===== src/rtl/i2crm_pkg.sv =====
// Shared types and constants of the register-map bootloader slave.
// No dependencies; the core, front end and back end import this package.
`default_nettype none

package i2crm_pkg;

   localparam int         MAP_DEPTH_DEF = 256;
   localparam logic [7:0] BUSY_MASK_DEF = 8'h01;

   // Fixed map addresses
   localparam logic [7:0] ADDR_STATUS       = 8'd1;
   localparam logic [7:0] ADDR_RESTART      = 8'd2;
   localparam logic [7:0] ADDR_PROGRAM      = 8'd3;
   localparam logic [7:0] ADDR_DEBUG        = 8'd4;
   localparam logic [7:0] ADDR_LAST_CONTROL = 8'd4;
   localparam logic [7:0] ADDR_FLASH_ADDR   = 8'd124;

   // Bus event codes on the request channel
   localparam logic [2:0] OP_START = 3'd0;
   localparam logic [2:0] OP_STOP  = 3'd1;
   localparam logic [2:0] OP_WRITE = 3'd2;
   localparam logic [2:0] OP_READ  = 3'd3;
   localparam logic [2:0] OP_TICK  = 3'd4;

   // Configuration register indexes
   localparam logic CSR_RESTART_KEY = 1'b0;
   localparam logic CSR_PROGRAM_KEY = 1'b1;

   typedef enum logic [2:0] {
      CMD_NONE,
      CMD_START_RD,
      CMD_START_WR,
      CMD_STOP,
      CMD_WRITE,
      CMD_READ,
      CMD_TICK
   } cmd_kind_type;

   typedef struct packed {
      cmd_kind_type kind;
      logic [7:0]   data;
      logic         nack;
   } cmd_type;

   typedef struct packed {
      logic [7:0] restart_key;
      logic [7:0] program_key;
   } keys_type;

   typedef struct packed {
      logic [7:0]  read_data;
      logic        read_valid;
      logic        write_nack;
      logic        flash_request;
      logic [31:0] flash_address;
      logic        led_level;
      logic        start_application;
   } rsp_type;

endpackage

`default_nettype wire


===== src/rtl/i2c_register_map_bootloader_slave_core.sv =====
// Register-map bootloader slave: key registers plus front and back ends.
// Depends on i2crm_pkg, i2crm_front and i2crm_back.
//
// Usage:
//   Request channel (req_*): one beat per bus event (start, stop, written
//   byte, read byte, service tick). A beat is taken when req_push is high
//   and req_full is low. A two-beat command queue sits behind it.
//   Result channel (rsp_*): exactly one result beat per request beat, in
//   order. The beat on the ports is valid while rsp_empty is low and is
//   taken when rsp_pop is high.
//   Key registers (csr_*): write restart and program keys with csr_we while
//   the block is idle; no read-back.
// Path: a request passes the command queue and then the result register;
//   a read that returns data also waits for the registered map memory read.
// Throughput: one beat per cycle while rsp_pop keeps the result beat moving;
//   a data read holds the back end in its read state for the registered map read.
// Reset: synchronous. Afterwards the back end zeroes the map one entry per
//   cycle, all MAP_DEPTH (256) entries, with req_full held high meanwhile.
// Stall: if rsp_pop stays low the result beat holds, the back end stops,
//   and the command queue fills until req_full rises.
`default_nettype none

module i2c_register_map_bootloader_slave_core
   import i2crm_pkg::*;
#(
   parameter int         MAP_DEPTH = MAP_DEPTH_DEF,
   parameter logic [7:0] BUSY_MASK = BUSY_MASK_DEF
) (
   input  wire logic        clock,
   input  wire logic        reset,
   // request beats
   input  wire logic        req_push,
   output logic             req_full,
   input  wire logic [2:0]  req_op,
   input  wire logic        req_is_read,
   input  wire logic [7:0]  req_data_in,
   input  wire logic        req_master_nack,
   // result beats
   output logic             rsp_empty,
   input  wire logic        rsp_pop,
   output logic [7:0]       rsp_read_data,
   output logic             rsp_read_valid,
   output logic             rsp_write_nack,
   output logic             rsp_flash_request,
   output logic [31:0]      rsp_flash_address,
   output logic             rsp_led_level,
   output logic             rsp_start_application,
   // key registers
   input  wire logic        csr_we,
   input  wire logic        csr_index,
   input  wire logic [7:0]  csr_wdata
);

   keys_type keys_ff, keys_in;
   logic     fe_full;
   logic     req_accept;
   logic     cmd_valid;
   cmd_type  cmd;
   logic     cmd_pop;
   logic     clearing;
   logic     rsp_valid;
   rsp_type  rsp;

   // key registers
   always_comb begin
      keys_in = keys_ff;
      if (csr_we) begin
         case (csr_index)
            CSR_RESTART_KEY: keys_in.restart_key = csr_wdata;
            CSR_PROGRAM_KEY: keys_in.program_key = csr_wdata;
            default: ;
         endcase
      end
   end

   always_ff @(posedge clock) begin
      if (reset) begin
         keys_ff <= '0;
      end else begin
         keys_ff <= keys_in;
      end
   end

   // hold off new beats while the map clearing pass runs
   assign req_full   = fe_full || clearing;
   assign req_accept = req_push && !req_full;

   i2crm_front u_front (
      .clock       (clock),
      .reset       (reset),
      .accept      (req_accept),
      .op          (req_op),
      .is_read     (req_is_read),
      .data_in     (req_data_in),
      .master_nack (req_master_nack),
      .full        (fe_full),
      .cmd_valid   (cmd_valid),
      .cmd         (cmd),
      .cmd_pop     (cmd_pop)
   );

   i2crm_back #(
      .MAP_DEPTH (MAP_DEPTH),
      .BUSY_MASK (BUSY_MASK)
   ) u_back (
      .clock     (clock),
      .reset     (reset),
      .keys      (keys_ff),
      .cmd_valid (cmd_valid),
      .cmd       (cmd),
      .cmd_pop   (cmd_pop),
      .clearing  (clearing),
      .rsp_pop   (rsp_pop),
      .rsp_valid (rsp_valid),
      .rsp       (rsp)
   );

   // unpack the result beat
   assign rsp_empty             = !rsp_valid;
   assign rsp_read_data         = rsp.read_data;
   assign rsp_read_valid        = rsp.read_valid;
   assign rsp_write_nack        = rsp.write_nack;
   assign rsp_flash_request     = rsp.flash_request;
   assign rsp_flash_address     = rsp.flash_address;
   assign rsp_led_level         = rsp.led_level;
   assign rsp_start_application = rsp.start_application;

endmodule

`default_nettype wire


===== src/rtl/i2crm_front.sv =====
// Front end: decodes each request beat into a command and queues it.
// Depends on i2crm_pkg.
`default_nettype none

module i2crm_front
   import i2crm_pkg::*;
(
   input  wire logic       clock,
   input  wire logic       reset,
   input  wire logic       accept,
   input  wire logic [2:0] op,
   input  wire logic       is_read,
   input  wire logic [7:0] data_in,
   input  wire logic       master_nack,
   output logic            full,
   output logic            cmd_valid,
   output cmd_type         cmd,
   input  wire logic       cmd_pop
);

   cmd_type    cmd_new;
   cmd_type    q_ff [2];
   logic       wr_ptr_ff, wr_ptr_in;
   logic       rd_ptr_ff, rd_ptr_in;
   logic [1:0] count_ff, count_in;
   logic       do_pop;

   // classify the event
   always_comb begin
      cmd_new.data = data_in;
      cmd_new.nack = master_nack;
      case (op)
         OP_START: cmd_new.kind = is_read ? CMD_START_RD : CMD_START_WR;
         OP_STOP:  cmd_new.kind = CMD_STOP;
         OP_WRITE: cmd_new.kind = CMD_WRITE;
         OP_READ:  cmd_new.kind = CMD_READ;
         OP_TICK:  cmd_new.kind = CMD_TICK;
         default:  cmd_new.kind = CMD_NONE;
      endcase
   end

   always_comb begin
      do_pop    = cmd_pop && (count_ff != 2'd0);
      wr_ptr_in = wr_ptr_ff ^ accept;
      rd_ptr_in = rd_ptr_ff ^ do_pop;
      count_in  = count_ff + {1'b0, accept} - {1'b0, do_pop};
   end

   always_ff @(posedge clock) begin
      if (reset) begin
         wr_ptr_ff <= 1'b0;
         rd_ptr_ff <= 1'b0;
         count_ff  <= 2'd0;
      end else begin
         wr_ptr_ff <= wr_ptr_in;
         rd_ptr_ff <= rd_ptr_in;
         count_ff  <= count_in;
      end
   end

   always_ff @(posedge clock) begin
      if (accept) begin
         q_ff[wr_ptr_ff] <= cmd_new;
      end
   end

   assign full      = (count_ff == 2'd2);
   assign cmd_valid = (count_ff != 2'd0);
   assign cmd       = q_ff[rd_ptr_ff];

endmodule

`default_nettype wire


===== src/rtl/i2crm_back.sv =====
// Back end: executes queued commands against the register map and holds the result beat.
// Depends on i2crm_pkg; contains the map memory and its clearing pass.
`default_nettype none

module i2crm_back
   import i2crm_pkg::*;
#(
   parameter int         MAP_DEPTH = MAP_DEPTH_DEF,
   parameter logic [7:0] BUSY_MASK = BUSY_MASK_DEF
) (
   input  wire logic     clock,
   input  wire logic     reset,
   input  wire keys_type keys,
   input  wire logic     cmd_valid,
   input  wire cmd_type  cmd,
   output logic          cmd_pop,
   output logic          clearing,
   input  wire logic     rsp_pop,
   output logic          rsp_valid,
   output rsp_type       rsp
);

   localparam int             AW       = $clog2(MAP_DEPTH);
   localparam logic [AW-1:0]  LAST_IDX = AW'(MAP_DEPTH - 1);

   typedef enum logic [1:0] {ST_CLEAR, ST_RUN, ST_READ} state_type;
   typedef enum logic [1:0] {MODE_IDLE, MODE_READ, MODE_WRITE} mode_type;

   logic [7:0]    map_mem [MAP_DEPTH];
   logic [7:0]    mem_rdata_ff;
   logic          mem_we;
   logic [AW-1:0] mem_waddr;
   logic [7:0]    mem_wdata;

   state_type     state_ff, state_in;
   mode_type      mode_ff, mode_in;
   logic [AW-1:0] clr_idx_ff, clr_idx_in;
   logic [AW-1:0] ptr_ff, ptr_in;
   logic          expect_ff, expect_in;
   logic          first_ff, first_in;
   logic          led_ff, led_in;
   logic          exited_ff, exited_in;
   logic [7:0]    status_ff, status_in;
   logic [7:0]    restart_ff, restart_in;
   logic [7:0]    program_ff, program_in;
   logic [7:0]    debug_ff, debug_in;
   logic [7:0]    fa_ff [4];
   logic [7:0]    fa_in [4];
   logic          rd_status_ff, rd_status_in;
   logic          rsp_valid_ff, rsp_valid_in;
   rsp_type       rsp_ff, rsp_in;
   rsp_type       r;
   logic          rsp_load;
   logic          out_free;

   always_comb begin
      state_in     = state_ff;
      mode_in      = mode_ff;
      clr_idx_in   = clr_idx_ff;
      ptr_in       = ptr_ff;
      expect_in    = expect_ff;
      first_in     = first_ff;
      led_in       = led_ff;
      exited_in    = exited_ff;
      status_in    = status_ff;
      restart_in   = restart_ff;
      program_in   = program_ff;
      debug_in     = debug_ff;
      fa_in        = fa_ff;
      rd_status_in = rd_status_ff;
      rsp_valid_in = rsp_valid_ff;
      rsp_in       = rsp_ff;
      mem_we       = 1'b0;
      mem_waddr    = ptr_ff;
      mem_wdata    = cmd.data;
      cmd_pop      = 1'b0;
      rsp_load     = 1'b0;
      r            = '0;
      out_free     = !rsp_valid_ff || rsp_pop;

      case (state_ff)
         ST_CLEAR: begin
            // sweep zeros through the map, one entry a cycle
            mem_we    = 1'b1;
            mem_waddr = clr_idx_ff;
            mem_wdata = 8'd0;
            if (clr_idx_ff == LAST_IDX) begin
               state_in = ST_RUN;
            end else begin
               clr_idx_in = clr_idx_ff + AW'(1);
            end
         end
         ST_RUN: begin
            if (cmd_valid && out_free) begin
               cmd_pop  = 1'b1;
               rsp_load = 1'b1;
               if (exited_ff) begin
                  r.write_nack = (cmd.kind == CMD_WRITE);
               end else begin
                  case (cmd.kind)
                     CMD_START_RD: begin
                        mode_in  = MODE_READ;
                        first_in = 1'b1;
                     end
                     CMD_START_WR: begin
                        mode_in   = MODE_WRITE;
                        expect_in = 1'b1;
                     end
                     CMD_STOP: mode_in = MODE_IDLE;
                     CMD_WRITE: begin
                        if (mode_ff != MODE_WRITE) begin
                           r.write_nack = 1'b1;
                        end else if (expect_ff) begin
                           ptr_in    = cmd.data[AW-1:0];
                           expect_in = 1'b0;
                        end else begin
                           mem_we = 1'b1;
                           // mirror the bytes the service pass looks at
                           if (ptr_ff == AW'(ADDR_STATUS))  status_in  = cmd.data;
                           if (ptr_ff == AW'(ADDR_RESTART)) restart_in = cmd.data;
                           if (ptr_ff == AW'(ADDR_PROGRAM)) program_in = cmd.data;
                           if (ptr_ff == AW'(ADDR_DEBUG))   debug_in   = cmd.data;
                           if ({ptr_ff[AW-1:2], 2'b00} == AW'(ADDR_FLASH_ADDR)) begin
                              fa_in[ptr_ff[1:0]] = cmd.data;
                           end
                           if (ptr_ff <= AW'(ADDR_LAST_CONTROL)) begin
                              status_in = status_in | BUSY_MASK;
                           end else begin
                              ptr_in = ptr_ff + AW'(1);
                           end
                        end
                     end
                     CMD_READ: begin
                        if (mode_ff == MODE_READ) begin
                           ptr_in = ptr_ff + AW'(1);
                           if (!(cmd.nack && !first_ff)) begin
                              // wait in ST_READ for the registered map read
                              first_in     = 1'b0;
                              rd_status_in = (ptr_ff == AW'(ADDR_STATUS));
                              state_in     = ST_READ;
                              rsp_load     = 1'b0;
                           end
                        end
                     end
                     CMD_TICK: begin
                        if (status_ff != 8'd0) begin
                           status_in = 8'd0;
                           if (ptr_ff == AW'(ADDR_RESTART)) begin
                              if (restart_ff == keys.restart_key) begin
                                 exited_in = 1'b1;
                                 status_in = status_ff;
                              end
                           end else if (ptr_ff == AW'(ADDR_PROGRAM)) begin
                              if (program_ff == keys.program_key) begin
                                 r.flash_request = 1'b1;
                                 r.flash_address = {fa_ff[3], fa_ff[2], fa_ff[1], fa_ff[0]};
                              end
                           end else if (ptr_ff == AW'(ADDR_DEBUG)) begin
                              led_in = (debug_ff == 8'd0);
                           end
                        end
                     end
                     default: ;
                  endcase
               end
               r.led_level         = led_in;
               r.start_application = exited_in;
            end
         end
         ST_READ: begin
            rsp_load            = 1'b1;
            r.read_data         = rd_status_ff ? status_ff : mem_rdata_ff;
            r.read_valid        = 1'b1;
            r.led_level         = led_ff;
            r.start_application = exited_ff;
            state_in            = ST_RUN;
         end
         default: state_in = ST_CLEAR;
      endcase

      if (rsp_load) begin
         rsp_valid_in = 1'b1;
         rsp_in       = r;
      end else if (rsp_pop) begin
         rsp_valid_in = 1'b0;
      end
   end

   always_ff @(posedge clock) begin
      if (reset) begin
         state_ff     <= ST_CLEAR;
         mode_ff      <= MODE_IDLE;
         clr_idx_ff   <= '0;
         ptr_ff       <= '0;
         expect_ff    <= 1'b1;
         first_ff     <= 1'b0;
         led_ff       <= 1'b1;
         exited_ff    <= 1'b0;
         status_ff    <= 8'd0;
         restart_ff   <= 8'd0;
         program_ff   <= 8'd0;
         debug_ff     <= 8'd0;
         fa_ff        <= '{default: 8'd0};
         rd_status_ff <= 1'b0;
         rsp_valid_ff <= 1'b0;
         rsp_ff       <= '0;
      end else begin
         state_ff     <= state_in;
         mode_ff      <= mode_in;
         clr_idx_ff   <= clr_idx_in;
         ptr_ff       <= ptr_in;
         expect_ff    <= expect_in;
         first_ff     <= first_in;
         led_ff       <= led_in;
         exited_ff    <= exited_in;
         status_ff    <= status_in;
         restart_ff   <= restart_in;
         program_ff   <= program_in;
         debug_ff     <= debug_in;
         fa_ff        <= fa_in;
         rd_status_ff <= rd_status_in;
         rsp_valid_ff <= rsp_valid_in;
         rsp_ff       <= rsp_in;
      end
   end

   // map memory: one write port, one registered read at the pointer
   always_ff @(posedge clock) begin
      if (mem_we) begin
         map_mem[mem_waddr] <= mem_wdata;
      end
      mem_rdata_ff <= map_mem[ptr_ff];
   end

   assign clearing  = (state_ff == ST_CLEAR);
   assign rsp_valid = rsp_valid_ff;
   assign rsp       = rsp_ff;

endmodule

`default_nettype wire


===== config.mk =====
export PLATFORM = sky130hd
export DESIGN_NAME = i2c_register_map_bootloader_slave_core
export DESIGN_NICKNAME = d
export VERILOG_FILES = /design/src/rtl/i2crm_pkg.sv /design/src/rtl/i2c_register_map_bootloader_slave_core.sv /design/src/rtl/i2crm_front.sv /design/src/rtl/i2crm_back.sv
export SDC_FILE = /design/constraint.sdc
export NUM_CORES = 2
export LEC_CHECK = 0
export ABC_CLOCK_PERIOD_IN_PS = 19100
export BUFFER_PORTS_ARGS = -buffer_cell sky130_fd_sc_hd__buf_2
export CAP_MARGIN = 5
export CORE_ASPECT_RATIO = 0.7
export CORE_UTILIZATION = 45
export CTS_CLUSTER_SIZE = 10
export DETAILED_ROUTE_END_ITERATION = 8
export HOLD_SLACK_MARGIN = 0.03
export PLACE_DENSITY = 0.64
export SLEW_MARGIN = 20
export SYNTH_ARGS = -nofsm -noshare
export SYNTH_HDL_FRONTEND = slang
export SYNTH_SLANG_ARGS = --single-unit

===== constraint.sdc =====
create_clock -name clock -period 19.1 [get_ports clock]
set_clock_uncertainty 0.2 [all_clocks]
set_input_delay 3.82 -clock clock [delete_from_list [all_inputs] [get_ports clock]]
set_output_delay 3.82 -clock clock [all_outputs]
set_load 0.02 [all_outputs]

==> run metrics <==
gr ovfl total 0; largest family of logic cells by synthesized area multiplexers; worst relative slew slack 0.165; Root Driver clkbuf_16; cells along the critical path buf_2 -> nor2b_1 -> nor4_4 -> nand3_4 -> o41ai_2 -> nand2_1 -> buf_4 -> nor2_1; GPL Wtd Cong 0.885; DRC Markers 0; fraction of registers with async set/reset 0; cell row count 134; total global-route track usage 0.254; H-tree Lvls 4; Leakage 33.4 nW; ys flop type edfxtp_1; Tcrit/Tclk final 0.357; first drt pass iteration count 6; Mean Syn Cell Area 19.4 µm²; peak supply drop 0.0000729 V; I/O pins 74; crit end category flip-flop; flops & latches, synth 2,235; metal2 WL 101 mm; top sig layer met5; DIE HEIGHT 371 µm; crit-path max cell delay 720 ps; Final setup viols 0; initial antenna violation count 9; crit path kind in2reg; final-report hold violation count 0; fillers 15,081; Simple-Gate Fraction of Synth Area 0.0393; Via density 6.37; Tmin final 6820 ps; Routed Antenna Nets 0; die area 196,000 µm²; post-synthesis adder-cell area fraction 0.00186; final instance area 97,000 µm²; RSZ-0062 raised after global routing false; core area 192,000 µm²; total number of vias 46,404; Die X-Extent 528 µm; total CTS buffers 249; Mapped Cells 4,511; Yosys top cell area share 0.713; DR WL met3 37.4 mm; number of buffers and inverters on the critical path 2; post-DP HPWL 148 mm; startpoint class of the critical path input pin; compound-cell area share of the yosys netlist 0.0388; Post-DP Area 90,500 µm²; outcome finished, final reports clean; CP top delay family simple AND/OR/NAND/NOR gates; final wirelength 249 mm; clk buf depth 4; largest cells by area after synthesis edfxtp_1 (71%), mux4_2 (12%), dfxtp_1 (3.7%), mux2i_1 (2.6%), nor2_1 (1.7%); XOR/XNOR Fraction of Synth Area 0.00251; P per Cell Area 97.7 nW/µm²; post-synthesis mux area share 0.150; total nets after synthesis 4,551; WP data required 19,390 ps; Layout Nets 4,695; PortBufs 73; share of post-route cells with drive strength above 1 0.222; clock transition at the registers of the reported paths 60 ps; Syn Std Cell Area 87,300 µm²; leading area contributor after synthesis edfxtp_1; sequential share of the synthesized area 0.750; wl on met1 105 mm; most common cell after layout, fill and taps aside edfxtp_1; Post-CTS Setup Bufs 0; post-cts resize count 0; yosys warns 0; CTS tree done; slowest cell on the critical path o41ai_2; Slew @ Worst Pin 1240 ps; area added between synthesis and finish 11.1%; largest fanout on the critical path 10; worst hold-check path type reg2reg; Slew Limit Fails 0; FMAX 0.147 GHz; Clock Sinks 2,235; commonest non-fill, non-tap cells in the layout edfxtp_1 (2,072), mux4_2 (471), nor2_1 (374), clkbuf_16 (250), mux2i_1 (225); number of global-route vias before repair 44,574; DRT iter0 DRCs 7,322; number of flops mapped to enable cells by yosys 2,072; CP Data Arrival Time 7110 ps; routed wire length per instance 34.1 µm; post-synth cell types 81; Post-CTS Hold Fix Bufs 0; initial cell density of the core 0.456; first-pass GRT wire length 350 mm; largest net degree at the start of global routing 162; MaxCap Viol Count 0; Clock Latency Late Sink 880 ps; Final TNS setup 0 ps
worst paths after layout:
| path | cells past startpoint | slack (ps) | start | to |
|---|---|---|---|---|
| min | 2 | 250 | u_back.rsp[40] | u_back.rsp[40] |
| max reg2reg | 9 | 12790 | u_back.ptr_ff[0] | u_back.mem_rdata_ff[0] |
| min reg2reg | 2 | 250 | u_back.rsp[40] | u_back.rsp[40] |
| max | 8 | 12280 | rsp_pop | u_back.map_mem[182][2] |
routing by layer:
| metal | global-route usage | vias up |
|---|---|---|
| met1 | 0.391 | 24122 |
| met4 | 0.0594 | 2 |
| met5 | 0 | - |
| met3 | 0.100 | 391 |
| met2 | 0.333 | 3410 |
| li1 | - | 18479 |
power by group:
part / internal (mW) / switching [mW]
registers: 5.29 / 0.00516
logic: 0.0182 / 0.0640
clock network: 2.31 / 1.79
total: 7.62 / 1.86
cell type report:
cell class	instances	area (µm²)	area share
inverters	22	82.6	0.000851
diodes	2	5.00	0.0000516
clock inverters	4	82.6	0.000851
well taps	2584	3230	0.0333
repair buffers	174	1240	0.0128
clock buffers	291	6410	0.0661
flip-flops and latches	2235	65500	0.675
multi-input cells	1973	20400	0.211
through the flow:
step | instances | util | setup slack [ps] | power [mW] | hold slack (ps)
after floorplan | 4511 | - | 10350 | 5.43 | 241
after global placement | 6987 | 0.472 | 11510 | 5.47 | 240
after detailed placement | 6987 | 0.472 | 11440 | 5.47 | 246
after CTS | 7282 | 0.506 | 12350 | 9.49 | 254
after global routing | 7283 | 0.506 | 12270 | 9.68 | 274
final | 7285 | 0.506 | 12280 | 9.47 | 253
state kept, by name, indices dropped and copies added (netlist names), 16 cells and up:
signal,flops
u_back.map_mem,2048
u_front.q_ff,24
u_back.fa_ff,32
keys_ff,16
u_back.rsp,45
worst register-to-register path, cell delays in order (launching register included):
cell and delay [ps]:
dfxtp_4 830, buf_4 730, buf_4 740, buf_4 830
mux4_2 640, a22oi_1 470, a21oi_1 130, nor4_1 920
o22ai_1 350, o21bai_1 330
logic make-up (layout without fill, tap and decap cells):
logic type | count (synthesis) | after routing
compound gates | 466 | 466
xor+xnor | 25 | 25
fa+ha+maj | 13 | 13
buf+inv | 303 | 491
flops | 2235 | 2235
mux | 714 | 714
other cells | 0 | 2
simple gates | 755 | 755
synthesized netlist by cell type (7+ instances only):
cell type / instances
a221oi_1: 13
mux2_2: 17
nand2_1: 132
or3_1: 14
buf_6: 16
edfxtp_1: 2072
nor2b_1: 9
nand4_1: 16
nor2_1: 388
nand2b_1: 10
buf_4: 37
buf_2: 124
nor4_1: 9
a22oi_1: 127
a22oi_2: 29
and2_1: 12
a21oi_1: 86
clkbuf_1: 100
a31oi_1: 7
nand3_1: 70
mux2i_1: 226
inv_1: 20
o22ai_1: 15
ha_1: 13
o211ai_1: 9
nand3b_1: 11
a211oi_1: 73
a22o_1: 18
xnor2_1: 20
nor3_1: 21
dfxtp_1: 163
mux4_2: 471
nor2_2: 29
o21ai_0: 49
Note: power is estimated with default switching activity, not from simulation.
